--- src/ssc_pkg.sv ---
package ssc_pkg;

    localparam int SSC_TIMER_WIDTH = 17;
    localparam int SSC_CFG_WIDTH   = 16;
    localparam int SSC_IDX_WIDTH   = 2;
    localparam int SSC_POS_WIDTH   = 3;
    localparam int SSC_GATES       = 6;
    localparam int SSC_IN_BYTES    = 1;
    localparam int SSC_OUT_BYTES   = 2;

    localparam logic [SSC_POS_WIDTH-1:0] SSC_LAST_POS = 3'd5;

    localparam logic [15:0] SSC_STEP_TICKS_RST = 16'd2000;
    localparam logic [15:0] SSC_DEAD_TICKS_RST = 16'd50;

    localparam logic [SSC_IDX_WIDTH-1:0] SSC_REG_REVERSE    = 2'd0;
    localparam logic [SSC_IDX_WIDTH-1:0] SSC_REG_STEP_TICKS = 2'd1;
    localparam logic [SSC_IDX_WIDTH-1:0] SSC_REG_DEAD_TICKS = 2'd2;

    typedef struct packed {
        logic                     reverse_direction;
        logic [SSC_CFG_WIDTH-1:0] step_ticks;
        logic [SSC_CFG_WIDTH-1:0] dead_ticks;
    } t_ssc_cfg;

    // Packed so that the gates sit in the lowest bits.
    typedef struct packed {
        logic                     in_dead_time;
        logic [SSC_POS_WIDTH-1:0] step_number;
        logic [SSC_GATES-1:0]     gates;
    } t_ssc_result;

    localparam int SSC_RESULT_WIDTH = $bits(t_ssc_result);

    // Gate bit order: a_high, a_low, b_high, b_low, c_high, c_low.
    function automatic logic [SSC_GATES-1:0] ssc_high_mask(
        input logic [SSC_POS_WIDTH-1:0] idx
    );
        logic [SSC_GATES-1:0] m;
        case (idx)
            3'd0, 3'd1: m = 6'b000001;
            3'd2, 3'd3: m = 6'b000100;
            3'd4, 3'd5: m = 6'b010000;
            default:    m = '0;
        endcase
        return m;
    endfunction

    function automatic logic [SSC_GATES-1:0] ssc_low_mask(
        input logic [SSC_POS_WIDTH-1:0] idx
    );
        logic [SSC_GATES-1:0] m;
        case (idx)
            3'd0, 3'd5: m = 6'b001000;
            3'd1, 3'd2: m = 6'b100000;
            3'd3, 3'd4: m = 6'b000010;
            default:    m = '0;
        endcase
        return m;
    endfunction

endpackage

--- src/ssc_cfg.sv ---
module ssc_cfg
    import ssc_pkg::*;
(
    input  logic                     i_clk,
    input  logic                     i_rst_n,
    input  logic                     i_cfg_we,
    input  logic [SSC_IDX_WIDTH-1:0] i_cfg_index,
    input  logic [SSC_CFG_WIDTH-1:0] i_cfg_data,
    output t_ssc_cfg                 o_cfg
);

    t_ssc_cfg r_cfg;
    t_ssc_cfg n_cfg;

    always_comb begin
        n_cfg = r_cfg;
        if (i_cfg_we) begin
            case (i_cfg_index)
                SSC_REG_REVERSE:    n_cfg.reverse_direction = i_cfg_data[0];
                SSC_REG_STEP_TICKS: n_cfg.step_ticks        = i_cfg_data;
                SSC_REG_DEAD_TICKS: n_cfg.dead_ticks        = i_cfg_data;
                default:            n_cfg = r_cfg;
            endcase
        end
    end

    always_ff @(posedge i_clk) begin
        if (!i_rst_n) begin
            r_cfg.reverse_direction <= 1'b0;
            r_cfg.step_ticks        <= SSC_STEP_TICKS_RST;
            r_cfg.dead_ticks        <= SSC_DEAD_TICKS_RST;
        end else begin
            r_cfg <= n_cfg;
        end
    end

    assign o_cfg = r_cfg;

endmodule

--- src/ssc_core.sv ---
module ssc_core
    import ssc_pkg::*;
#(
    parameter int TIMER_WIDTH = SSC_TIMER_WIDTH
) (
    input  logic        i_clk,
    input  logic        i_rst_n,
    input  logic        i_advance,
    input  logic        i_run,
    input  t_ssc_cfg    i_cfg,
    output t_ssc_result o_result
);

    localparam int CW = ((TIMER_WIDTH > SSC_CFG_WIDTH) ? TIMER_WIDTH : SSC_CFG_WIDTH) + 1;

    logic [SSC_POS_WIDTH-1:0] r_pos;
    logic [SSC_POS_WIDTH-1:0] n_pos;
    logic [TIMER_WIDTH-1:0]   r_tick;
    logic [TIMER_WIDTH-1:0]   n_tick;

    logic [SSC_POS_WIDTH-1:0] w_idx;
    logic [CW-1:0]            w_tick_ext;
    logic [CW-1:0]            w_total;
    logic                     w_dead;
    logic                     w_step_end;

    assign w_idx      = i_cfg.reverse_direction ? (SSC_LAST_POS - r_pos) : r_pos;
    assign w_tick_ext = CW'(r_tick);
    assign w_total    = CW'(i_cfg.dead_ticks) + CW'(i_cfg.step_ticks);
    assign w_dead     = w_tick_ext < CW'(i_cfg.dead_ticks);
    assign w_step_end = ((w_tick_ext + CW'(1)) >= w_total) || (&r_tick);

    always_comb begin
        o_result = '0;
        if (i_run) begin
            o_result.gates        = ssc_high_mask(w_idx)
                                  | (w_dead ? '0 : ssc_low_mask(w_idx));
            o_result.step_number  = w_idx + 3'd1;
            o_result.in_dead_time = w_dead;
        end
    end

    always_comb begin
        n_pos  = r_pos;
        n_tick = r_tick;
        if (i_advance) begin
            if (!i_run) begin
                n_pos  = '0;
                n_tick = '0;
            end else if (w_step_end) begin
                n_pos  = (r_pos == SSC_LAST_POS) ? '0 : r_pos + 3'd1;
                n_tick = '0;
            end else begin
                n_tick = r_tick + TIMER_WIDTH'(1);
            end
        end
    end

    always_ff @(posedge i_clk) begin
        if (!i_rst_n) begin
            r_pos  <= '0;
            r_tick <= '0;
        end else begin
            r_pos  <= n_pos;
            r_tick <= n_tick;
        end
    end

endmodule

--- src/ssc_out_reg.sv ---
module ssc_out_reg
    import ssc_pkg::*;
(
    input  logic        i_clk,
    input  logic        i_rst_n,
    input  logic        i_load,
    input  t_ssc_result i_result,
    input  logic        i_ready,
    output logic        o_can_load,
    output logic        o_valid,
    output t_ssc_result o_result
);

    logic        r_valid;
    logic        n_valid;
    t_ssc_result r_result;

    assign o_can_load = !r_valid || i_ready;

    always_comb begin
        n_valid = r_valid;
        if (i_load) begin
            n_valid = 1'b1;
        end else if (i_ready) begin
            n_valid = 1'b0;
        end
    end

    always_ff @(posedge i_clk) begin
        if (!i_rst_n) begin
            r_valid <= 1'b0;
        end else begin
            r_valid <= n_valid;
        end
    end

    always_ff @(posedge i_clk) begin
        if (i_load) begin
            r_result <= i_result;
        end
    end

    assign o_valid  = r_valid;
    assign o_result = r_result;

endmodule

--- src/six_step_commutation_sequencer.sv ---
// Six-step commutation sequencer for a three-phase half-bridge.
// The slave stream carries one tick transaction per microsecond; bit 0 of
// s_axis_tdata is the run flag. Each accepted tick produces exactly one
// master-stream transaction with the six gate drives, the step number and
// the dead-time flag.
// The result of a tick is presented on the master side in the cycle after it
// is accepted. Throughput is one tick per cycle unless the receiver stalls,
// set by the single output register behind the step counter and gate decode.
// When the receiver stalls, the held result stays stable and one more tick is
// not accepted until the register drains; s_axis_tready follows
// m_axis_tready in that case.
// Registers are written through i_cfg_we, i_cfg_index and i_cfg_data: index 0
// is the direction, 1 the step ticks, 2 the dead ticks. Write them only while
// no result is pending.
// Synchronous reset clears the output valid, returns the sequence to its
// first step and loads the register defaults: forward, 2000 step ticks and
// 50 dead ticks.
module six_step_commutation_sequencer
    import ssc_pkg::*;
#(
    parameter int TIMER_WIDTH = SSC_TIMER_WIDTH
) (
    input  logic                      i_clk,
    input  logic                      i_rst_n,
    input  logic                      s_axis_tvalid,
    output logic                      s_axis_tready,
    // run
    input  logic [8*SSC_IN_BYTES-1:0] s_axis_tdata,
    output logic                      m_axis_tvalid,
    input  logic                      m_axis_tready,
    // gate_a_high, gate_a_low, gate_b_high, gate_b_low, gate_c_high,
    // gate_c_low, step_number[2:0], in_dead_time
    output logic [8*SSC_OUT_BYTES-1:0] m_axis_tdata,
    input  logic                      i_cfg_we,
    input  logic [SSC_IDX_WIDTH-1:0]  i_cfg_index,
    input  logic [SSC_CFG_WIDTH-1:0]  i_cfg_data
);

    t_ssc_cfg    w_cfg;
    t_ssc_result w_core_result;
    t_ssc_result w_out_result;
    logic        w_accept;
    logic        w_can_load;

    assign s_axis_tready = w_can_load;
    assign w_accept      = s_axis_tvalid && w_can_load;

    ssc_cfg u_cfg (
        .i_clk       (i_clk),
        .i_rst_n     (i_rst_n),
        .i_cfg_we    (i_cfg_we),
        .i_cfg_index (i_cfg_index),
        .i_cfg_data  (i_cfg_data),
        .o_cfg       (w_cfg)
    );

    ssc_core #(
        .TIMER_WIDTH (TIMER_WIDTH)
    ) u_core (
        .i_clk     (i_clk),
        .i_rst_n   (i_rst_n),
        .i_advance (w_accept),
        .i_run     (s_axis_tdata[0]),
        .i_cfg     (w_cfg),
        .o_result  (w_core_result)
    );

    ssc_out_reg u_out (
        .i_clk      (i_clk),
        .i_rst_n    (i_rst_n),
        .i_load     (w_accept),
        .i_result   (w_core_result),
        .i_ready    (m_axis_tready),
        .o_can_load (w_can_load),
        .o_valid    (m_axis_tvalid),
        .o_result   (w_out_result)
    );

    assign m_axis_tdata = {(8*SSC_OUT_BYTES-SSC_RESULT_WIDTH)'(0), w_out_result};

    a_stopped_gates_off: assert property (@(posedge i_clk) disable iff (!i_rst_n)
        m_axis_tvalid && (m_axis_tdata[8:6] == 3'd0) |-> (m_axis_tdata[9:0] == 10'd0))
        else $error("gates driven while stopped");

    a_dead_no_low: assert property (@(posedge i_clk) disable iff (!i_rst_n)
        m_axis_tvalid && m_axis_tdata[9]
        |-> !m_axis_tdata[1] && !m_axis_tdata[3] && !m_axis_tdata[5])
        else $error("low side gate on during dead time");

    a_one_high: assert property (@(posedge i_clk) disable iff (!i_rst_n)
        m_axis_tvalid && (m_axis_tdata[8:6] != 3'd0)
        |-> $onehot({m_axis_tdata[0], m_axis_tdata[2], m_axis_tdata[4]}))
        else $error("running step must drive exactly one high side gate");

    a_stop_result: assert property (@(posedge i_clk) disable iff (!i_rst_n)
        s_axis_tvalid && s_axis_tready && !s_axis_tdata[0]
        |=> m_axis_tvalid && (m_axis_tdata == '0))
        else $error("stop tick did not give an all-off result");

    a_ready_when_empty: assert property (@(posedge i_clk) disable iff (!i_rst_n)
        !m_axis_tvalid |-> s_axis_tready)
        else $error("input stalled while output register is empty");

endmodule

--- config.mk ---
export PLATFORM = sky130hd
export DESIGN_NAME = six_step_commutation_sequencer
export DESIGN_NICKNAME = d
export VERILOG_FILES = /design/src/ssc_pkg.sv /design/src/ssc_cfg.sv /design/src/ssc_core.sv /design/src/ssc_out_reg.sv /design/src/six_step_commutation_sequencer.sv
export SDC_FILE = /design/constraint.sdc
export NUM_CORES = 1
export LEC_CHECK = 0
export ABC_AREA = 1
export BUFFER_PORTS_ARGS = -buffer_cell sky130_fd_sc_hd__buf_2
export CELL_PAD_IN_SITES_DETAIL_PLACEMENT = 0
export CELL_PAD_IN_SITES_GLOBAL_PLACEMENT = 1
export CORE_MARGIN = 3
export CORE_UTILIZATION = 40
export CTS_CLUSTER_DIAMETER = 80
export DETAILED_ROUTE_END_ITERATION = 12
export PLACE_DENSITY_LB_ADDON = 0.1
export SLEW_MARGIN = 10
export SYNTH_ARGS = -nofsm -noshare
export SYNTH_HDL_FRONTEND = slang
export SYNTH_SLANG_ARGS = --single-unit
--- constraint.sdc ---
create_clock -name i_clk -period 3.3 [get_ports i_clk]
set_clock_uncertainty 0.2 [all_clocks]
set_input_delay 0.495 -clock i_clk [delete_from_list [all_inputs] [get_ports i_clk]]
set_output_delay 0.495 -clock i_clk [all_outputs]
set_load 0.01 [all_outputs]
==> flow_metrics.env, run 1 <==
export IMPL_dp_hpwl_mm=8.81
export IMPL_crit_required_ps=3330
export IMPL_regArea_sq_um=1390
export IMPL_ys_warn_count=0
export IMPL_arrival_ps=3340
export IMPL_synth_cell_type_count=44
export IMPL_core_area_sq_um=11000
export IMPL_max_slew_worst_pin_slew_ps=866
export IMPL_root_buffer="clkbuf_16"
export IMPL_first_iter_violations=193
export IMPL_fin_util_pct=50.2
export IMPL_yosys_top_cells_area="dfxtp_1 24%, ha_1 16%, nand2_1 8.7%"
export IMPL_fin_area_sq_um=5540
export IMPL_fin_crit_ps=3310
export IMPL_place_gp_congestion=0.872
export IMPL_r2r_slack_ps=-10
export IMPL_yosys_area_share_xor_xnor_pct=4.59
export IMPL_overflow=0
export IMPL_synthSimpleGateAreaFrac_pct=25.1
export IMPL_finalSetupViolations=3
export IMPL_drive_gt1_share_pct=22.2
export IMPL_grt_max_degree=38
export IMPL_status="complete, but fails checks"
export IMPL_cp_end_kind="register"
export IMPL_fmax_mhz=302
export IMPL_detail_route_wirelength_mm=11.4
export IMPL_gr_usage_all_layers_pct=18.4
export IMPL_maxSlewHeadroom_pct=42.2
export IMPL_synth_fa_ha_area_share_pct=16.6
export IMPL_violations="setup timing"
export IMPL_drc=0
export IMPL_synth_top_cell_area_share_pct=23.6
export IMPL_antenna_found_initial=0
export IMPL_avgRoutedWirePerCell_um=14.0
export IMPL_synth_avg_cell_area_sq_um=7.46
export IMPL_setup_ws_ps=-12.8
export IMPL_die_w_um=113
export IMPL_cts_buffer_depth=2
export IMPL_vias=4086
export IMPL_numCtsBuffers=9
export IMPL_io_buffers=35
export IMPL_grt_pass1_wl_mm=18.6
export IMPL_chipHeight_um=113
export IMPL_synth_compound_area_share_pct=14.4
export IMPL_ys_flop_type="dfxtp_1"
export IMPL_synth_top_family_by_area="simple AND/OR/NAND/NOR gates"
export IMPL_async_flop_share_pct=0
export IMPL_ys_seq_elements=64
export IMPL_rsz0062_at_grt="true"
export IMPL_yosysSeqAreaShare_pct=30.2
export IMPL_num_rows=38
export IMPL_antenna_left=0
export IMPL_diodes=0
export IMPL_power_leakage_uw=0.00259
export IMPL_report_final_slew_viol_count=0
export IMPL_crit_type="register to register"
export IMPL_grt_pass1_vias=3748
export IMPL_worstHoldPathType="input port to register"
export IMPL_multiInputGateArea_sq_um=2940
export IMPL_hold_violations=0
export IMPL_syn_cell_area_sq_um=4580
export IMPL_start_kind="register"
export IMPL_cts_htree_levels=3
export IMPL_finalNetCount=765
export IMPL_initial_core_util_pct=41.5
export IMPL_fillers=1119
export IMPL_hold_buffers=0
export IMPL_via_per_inst=4.99
export IMPL_synth_edff_count=10
export IMPL_io_pins=49
export IMPL_synth_cells=614
export IMPL_path_clk_slew_ps=60
export IMPL_syn_to_final_growth_pct=20.9
export IMPL_place_area_sq_um=5050
export IMPL_design_die_area_sq_um=12800
export IMPL_clock_sinks=64
export IMPL_synth_area_mux_share_pct=0
export IMPL_cp_max_fo=6
export IMPL_power_density_nw_per_um2=405
export IMPL_first_pass_iters=4
export IMPL_cts_tree="built"
export IMPL_cap_violations=0
export IMPL_clk_latency_ps=340
export IMPL_yosys_area_top_type="dfxtp_1"
export IMPL_vdd_ir_drop_worst_mv=0.394
export IMPL_period_share_pct=100
[final cells by class]
type | count | share of cell area (%)
well taps | 140 | 3.16
inverters | 81 | 5.49
clock buffers | 11 | 4.77
multi-input cells | 453 | 53.1
clock inverters | 5 | 0.701
flip-flops and latches | 64 | 25.1
repair buffers | 65 | 7.75
[critical path, stage by stage, from the launching register on]
cell and delay (ps):
dfxtp_2 340, ha_4 160, fa_2 410, nand3_2 80
nand3_2 80, a21oi_2 120, o21bai_1 110, nand3_1 110
nand2_2 70, a21oi_2 150, xor2_1 80, ha_1 270
nand2_1 60, nor2_2 130, nand4_1 90, o21a_1 210
nand2_2 80, nand2_4 90, nand2_4 130, nand3_1 90
nand2_1 100, nor2_1 40
[cell usage after synthesis (all sizes together), types with 3 or more instances]
| cell type | count |
|---|---|
| nand2 | 112 |
| inv | 80 |
| nor2 | 64 |
| a21oi | 62 |
| ha | 59 |
| dfxtp | 54 |
| o21ai | 43 |
| nand3 | 39 |
| xor2 | 15 |
| clkbuf | 12 |
| nor3 | 12 |
| edfxtp | 10 |
| buf | 9 |
| xnor2 | 9 |
| nand4 | 6 |
| a21o | 4 |
| nand3b | 3 |
| o211ai | 3 |
[repair_timing]
item / in CTS / in global routing
resized for setup: 5 / 35
endpoints found under the setup margin: 19 / 20
hold endpoints to repair: 0 / 0
buffers inserted: 0 / 5
pin swaps: 0 / 18
[report_power, final]
part,total [uW],leakage (uW),switching (uW),internal [uW]
combinational,438,0.00190,259,179
clock,952,0.000147,375,577
sequential,852,0.000543,22.5,829
total,2240,0.00259,657,1580
[metal layers]
metal  vias up  share of wire (%)  GRT usage, %
met5         -                  0             0
met4         0                1.7          6.41
met3        15                3.5          4.49
met2        58                 44          27.7
met1      1873                 51          25.7
li1       2140                  -             -
[worst paths after layout]
path / start / end / cells after the start
worst max-delay path: u_cfg.o_cfg[16]$_SDFFE_PN0P_ / u_core.r_pos[0]$_SDFFE_PN0P_ / 21
worst min-delay path: i_cfg_data[8] / u_cfg.o_cfg[24]$_SDFFE_PN1P_ / 3
worst max register to register: u_cfg.o_cfg[16]$_SDFFE_PN0P_ / u_core.r_pos[0]$_SDFFE_PN0P_ / 21
worst min register to register: u_cfg.o_cfg[24]$_SDFFE_PN1P_ / u_cfg.o_cfg[24]$_SDFFE_PN1P_ / 2
[through the flow]
stage	setup TNS [ps]	cells	power (uW)	hold slack [ps]	setup WS [ps]
floorplan	0	619	1140	233	142
global placement	-168	798	1260	246	-36.9
detailed placement	-248	798	1270	259	-36.8
CTS	0	814	2240	162	1.22
global route	-2860	819	2360	188	-205
finish	-21.0	819	2240	175	-12.8
[sequential cells by signal, summed over array words and instances (netlist names)]
signal,count
u_out.o_result,10
u_core.r_tick,17
u_out.o_valid,1
u_cfg.o_cfg,33
u_core.r_pos,3
[cells in the final DEF, fill, tap and decap left out, drive strengths merged, types with 2 or more instances in the layout]
cell      n
nand3    39
edfxtp   10
nand4     6
a21oi    62
conb      6
xnor2     9
o21bai    2
o211ai    3
nor3     12
nand2   112
inv      80
ha       59
a21o      4
dfxtp    54
nor2     64
o21ai    43
buf      65
clkbuf   11
xor2     15
clkinv    5
nand3b    3
a31oi     2
nor4      2
or2       2
[cells by family after synthesis]
kind of cell | Yosys count
buf+inv | 102
simple gates | 241
flops | 64
other cells | 1
xor+xnor | 24
fa+ha+maj | 60
compound gates | 122
No activity file was read; power rests on OpenSTA's default activity.
==> run 2, diff against run 1 <==
clock period = 3.45 ns   (was 3.3 ns; I/O delays follow)
==> flow_metrics.env, run 2 (synthesis results as in run 1) <==
export IMPL_finalNetCount=753
export IMPL_grt_max_degree=38
export IMPL_gr_usage_all_layers_pct=18.7
export IMPL_initial_core_util_pct=41.5
export IMPL_detail_route_wirelength_mm=11.3
export IMPL_setup_ws_ps=194
export IMPL_antenna_found_initial=0
export IMPL_diodes=0
export IMPL_cts_tree="built"
export IMPL_fmax_mhz=307
export IMPL_largest_reg_flops=33
export IMPL_drive_gt1_share_pct=19.3
export IMPL_holdPathStages=3
export IMPL_root_buffer="clkbuf_16"
export IMPL_slowest_stage="fa_2"
export IMPL_overflow=0
export IMPL_grt_pass1_wl_mm=18.9
export IMPL_crit_type="register to register"
export IMPL_cp_common_cell="nand3_2"
export IMPL_maxSlewHeadroom_pct=46.7
export IMPL_rsz0062_at_grt="true"
export IMPL_vdd_ir_drop_worst_mv=0.308
export IMPL_cp_end_kind="register"
export IMPL_power_frac_seq_pct=37.0
export IMPL_io_pins=49
export IMPL_cpPeakStageDelay_ps=360
export IMPL_clock_sinks=64
export IMPL_arrival_ps=3270
export IMPL_design_die_area_sq_um=12800
export IMPL_ff2ff_path_depth=20
export IMPL_first_iter_violations=141
export IMPL_drc=0
export IMPL_hold_violations=0
export IMPL_syn_to_final_growth_pct=19.0
export IMPL_place_gp_congestion=0.832
export IMPL_cp_cell_sequence="ha_4, fa_2, nand3_2, nand3_2, a21oi_2, o21bai_2, nand3_2, nand2_2, a21oi_2, xor2_1, ha_1, nand2_1, nor2_2, nand4_1, o21a_1, nand2_2, nand2_4, buf_12, nand3b_1, a21oi_1"
export IMPL_via_per_inst=4.93
export IMPL_core_area_sq_um=11000
export IMPL_r2r_start="u_cfg.o_cfg[0]$_SDFFE_PN0P_"
export IMPL_report_final_slew_viol_count=0
export IMPL_cts_buffer_depth=2
export IMPL_vias=3979
export IMPL_pwr_share_clk_pct=44.6
export IMPL_period_share_pct=94.4
export IMPL_switching_share_pct=28.0
export IMPL_num_rows=38
export IMPL_avgRoutedWirePerCell_um=14.0
export IMPL_numCtsBuffers=9
export IMPL_min_to="u_cfg.o_cfg[20]$_SDFFE_PN1P_"
export IMPL_crit_required_ps=3460
export IMPL_cap_violations=0
export IMPL_cts_htree_levels=3
export IMPL_max_slew_worst_pin_slew_ps=799
export IMPL_r2r_end="u_core.r_tick[1]$_SDFFE_PN0P_"
export IMPL_final_common_cell="nand2_1"
export IMPL_status="finished clean"
export IMPL_clk_latency_ps=340
export IMPL_grt_pass1_vias=3862
export IMPL_p_int_uw=1580
export IMPL_p_sw_uw=615
export IMPL_dp_hpwl_mm=8.77
export IMPL_power_density_nw_per_um2=403
export IMPL_power_leakage_uw=0.00256
export IMPL_antenna_left=0
export IMPL_start_kind="register"
export IMPL_path_clk_slew_ps=60
export IMPL_finalSetupViolations=0
export IMPL_final_cell_mix="104 x nand2_1, 77 x inv_1, 58 x ha_1, 57 x nor2_1, 56 x a21oi_1"
export IMPL_hp_start="i_cfg_data[4]"
export IMPL_cp_max_fo=8
export IMPL_fin_crit_ps=3260
export IMPL_die_w_um=113
export IMPL_io_buffers=35
export IMPL_worstHoldPathType="input port to register"
export IMPL_first_pass_iters=4
export IMPL_r2r_slack_ps=190
export IMPL_combPwrFrac_pct=18.4
export IMPL_chipHeight_um=113
export IMPL_dpl_worst_slack_ps=33.5
export IMPL_fin_util_pct=49.4
[run 2: area by class of cell]
class / count / area (sq um)
Fill cell: 1097 / 5580
Multi-Input combinational cell: 453 / 2920
Sequential cell: 64 / 1380
Timing Repair Buffer: 53 / 353
Inverter: 81 / 304
Clock buffer: 9 / 225
Tap cell: 140 / 175
Clock inverter: 7 / 93.8
[run 2: stage by stage]
step / TNS (ps) / std cells / hold slack [ps] / total power [uW] / instance area [sq um]
3_3_place_gp: 0 / 785 / 248 / 1190 / 4940
3_5_place_dp: 0 / 785 / 254 / 1200 / 4940
2_1_floorplan: 0 / 619 / 233 / 1090 / 4600
4_1_cts: 0 / 801 / 189 / 2190 / 5260
6_report: 0 / 807 / 197 / 2200 / 5450
5_1_grt: -447 / 807 / 202 / 2310 / 5450
[run 2: worst max-delay path by stage]
stage / startpoint / to / cells past startpoint
after floorplan: u_cfg.o_cfg[0]$_SDFFE_PN0P_ / u_core.r_tick[10]$_SDFFE_PN0P_ / 20
after CTS: u_cfg.o_cfg[0]$_SDFFE_PN0P_ / u_core.r_tick[1]$_SDFFE_PN0P_ / 20
after detailed placement: u_cfg.o_cfg[0]$_SDFFE_PN0P_ / u_core.r_tick[1]$_SDFFE_PN0P_ / 20
after global routing: u_cfg.o_cfg[0]$_SDFFE_PN0P_ / u_core.r_pos[0]$_SDFFE_PN0P_ / 21
after global placement: u_cfg.o_cfg[2]$_SDFFE_PN0P_ / u_core.r_tick[14]$_SDFFE_PN0P_ / 19
final: u_cfg.o_cfg[0]$_SDFFE_PN0P_ / u_core.r_tick[1]$_SDFFE_PN0P_ / 20
[run 2: power groups by stage]
stage | logic [uW] | registers (uW) | clock network, uW
after global placement | 362 | 827 | 0
after global routing | 462 | 817 | 1030
after floorplan | 259 | 829 | 0
after detailed placement | 369 | 828 | 0
final | 405 | 813 | 979
after CTS | 371 | 812 | 1010
[run 2: routing by layer]
metal	track usage, %	share of wire, %	up-vias
met5	0	0	-
met4	7.85	1.6	0
met3	3.32	3.1	12
met2	29.2	45	43
met1	25.6	51	1800
li1	-	-	2124
[run 2: what timing repair did]
item,4_1_cts,5_1_grt
endpoints found under the setup margin,0,20
gates resized for setup,0,30
buffers inserted,0,5
hold buffers,0,0
[run 2: worst max-delay path: cells and delay by family (launching register included)]
| kind | cells | cell delay [ps] |
|---|---|---|
| AOI/OAI and AO/OA | 5 | 680 |
| xor gates and xnor gates | 1 | 90 |
| adders and majority gates | 3 | 800 |
| buffers and inverters | 1 | 160 |
| DFF | 1 | 330 |
| and+or+nand+nor | 10 | 850 |
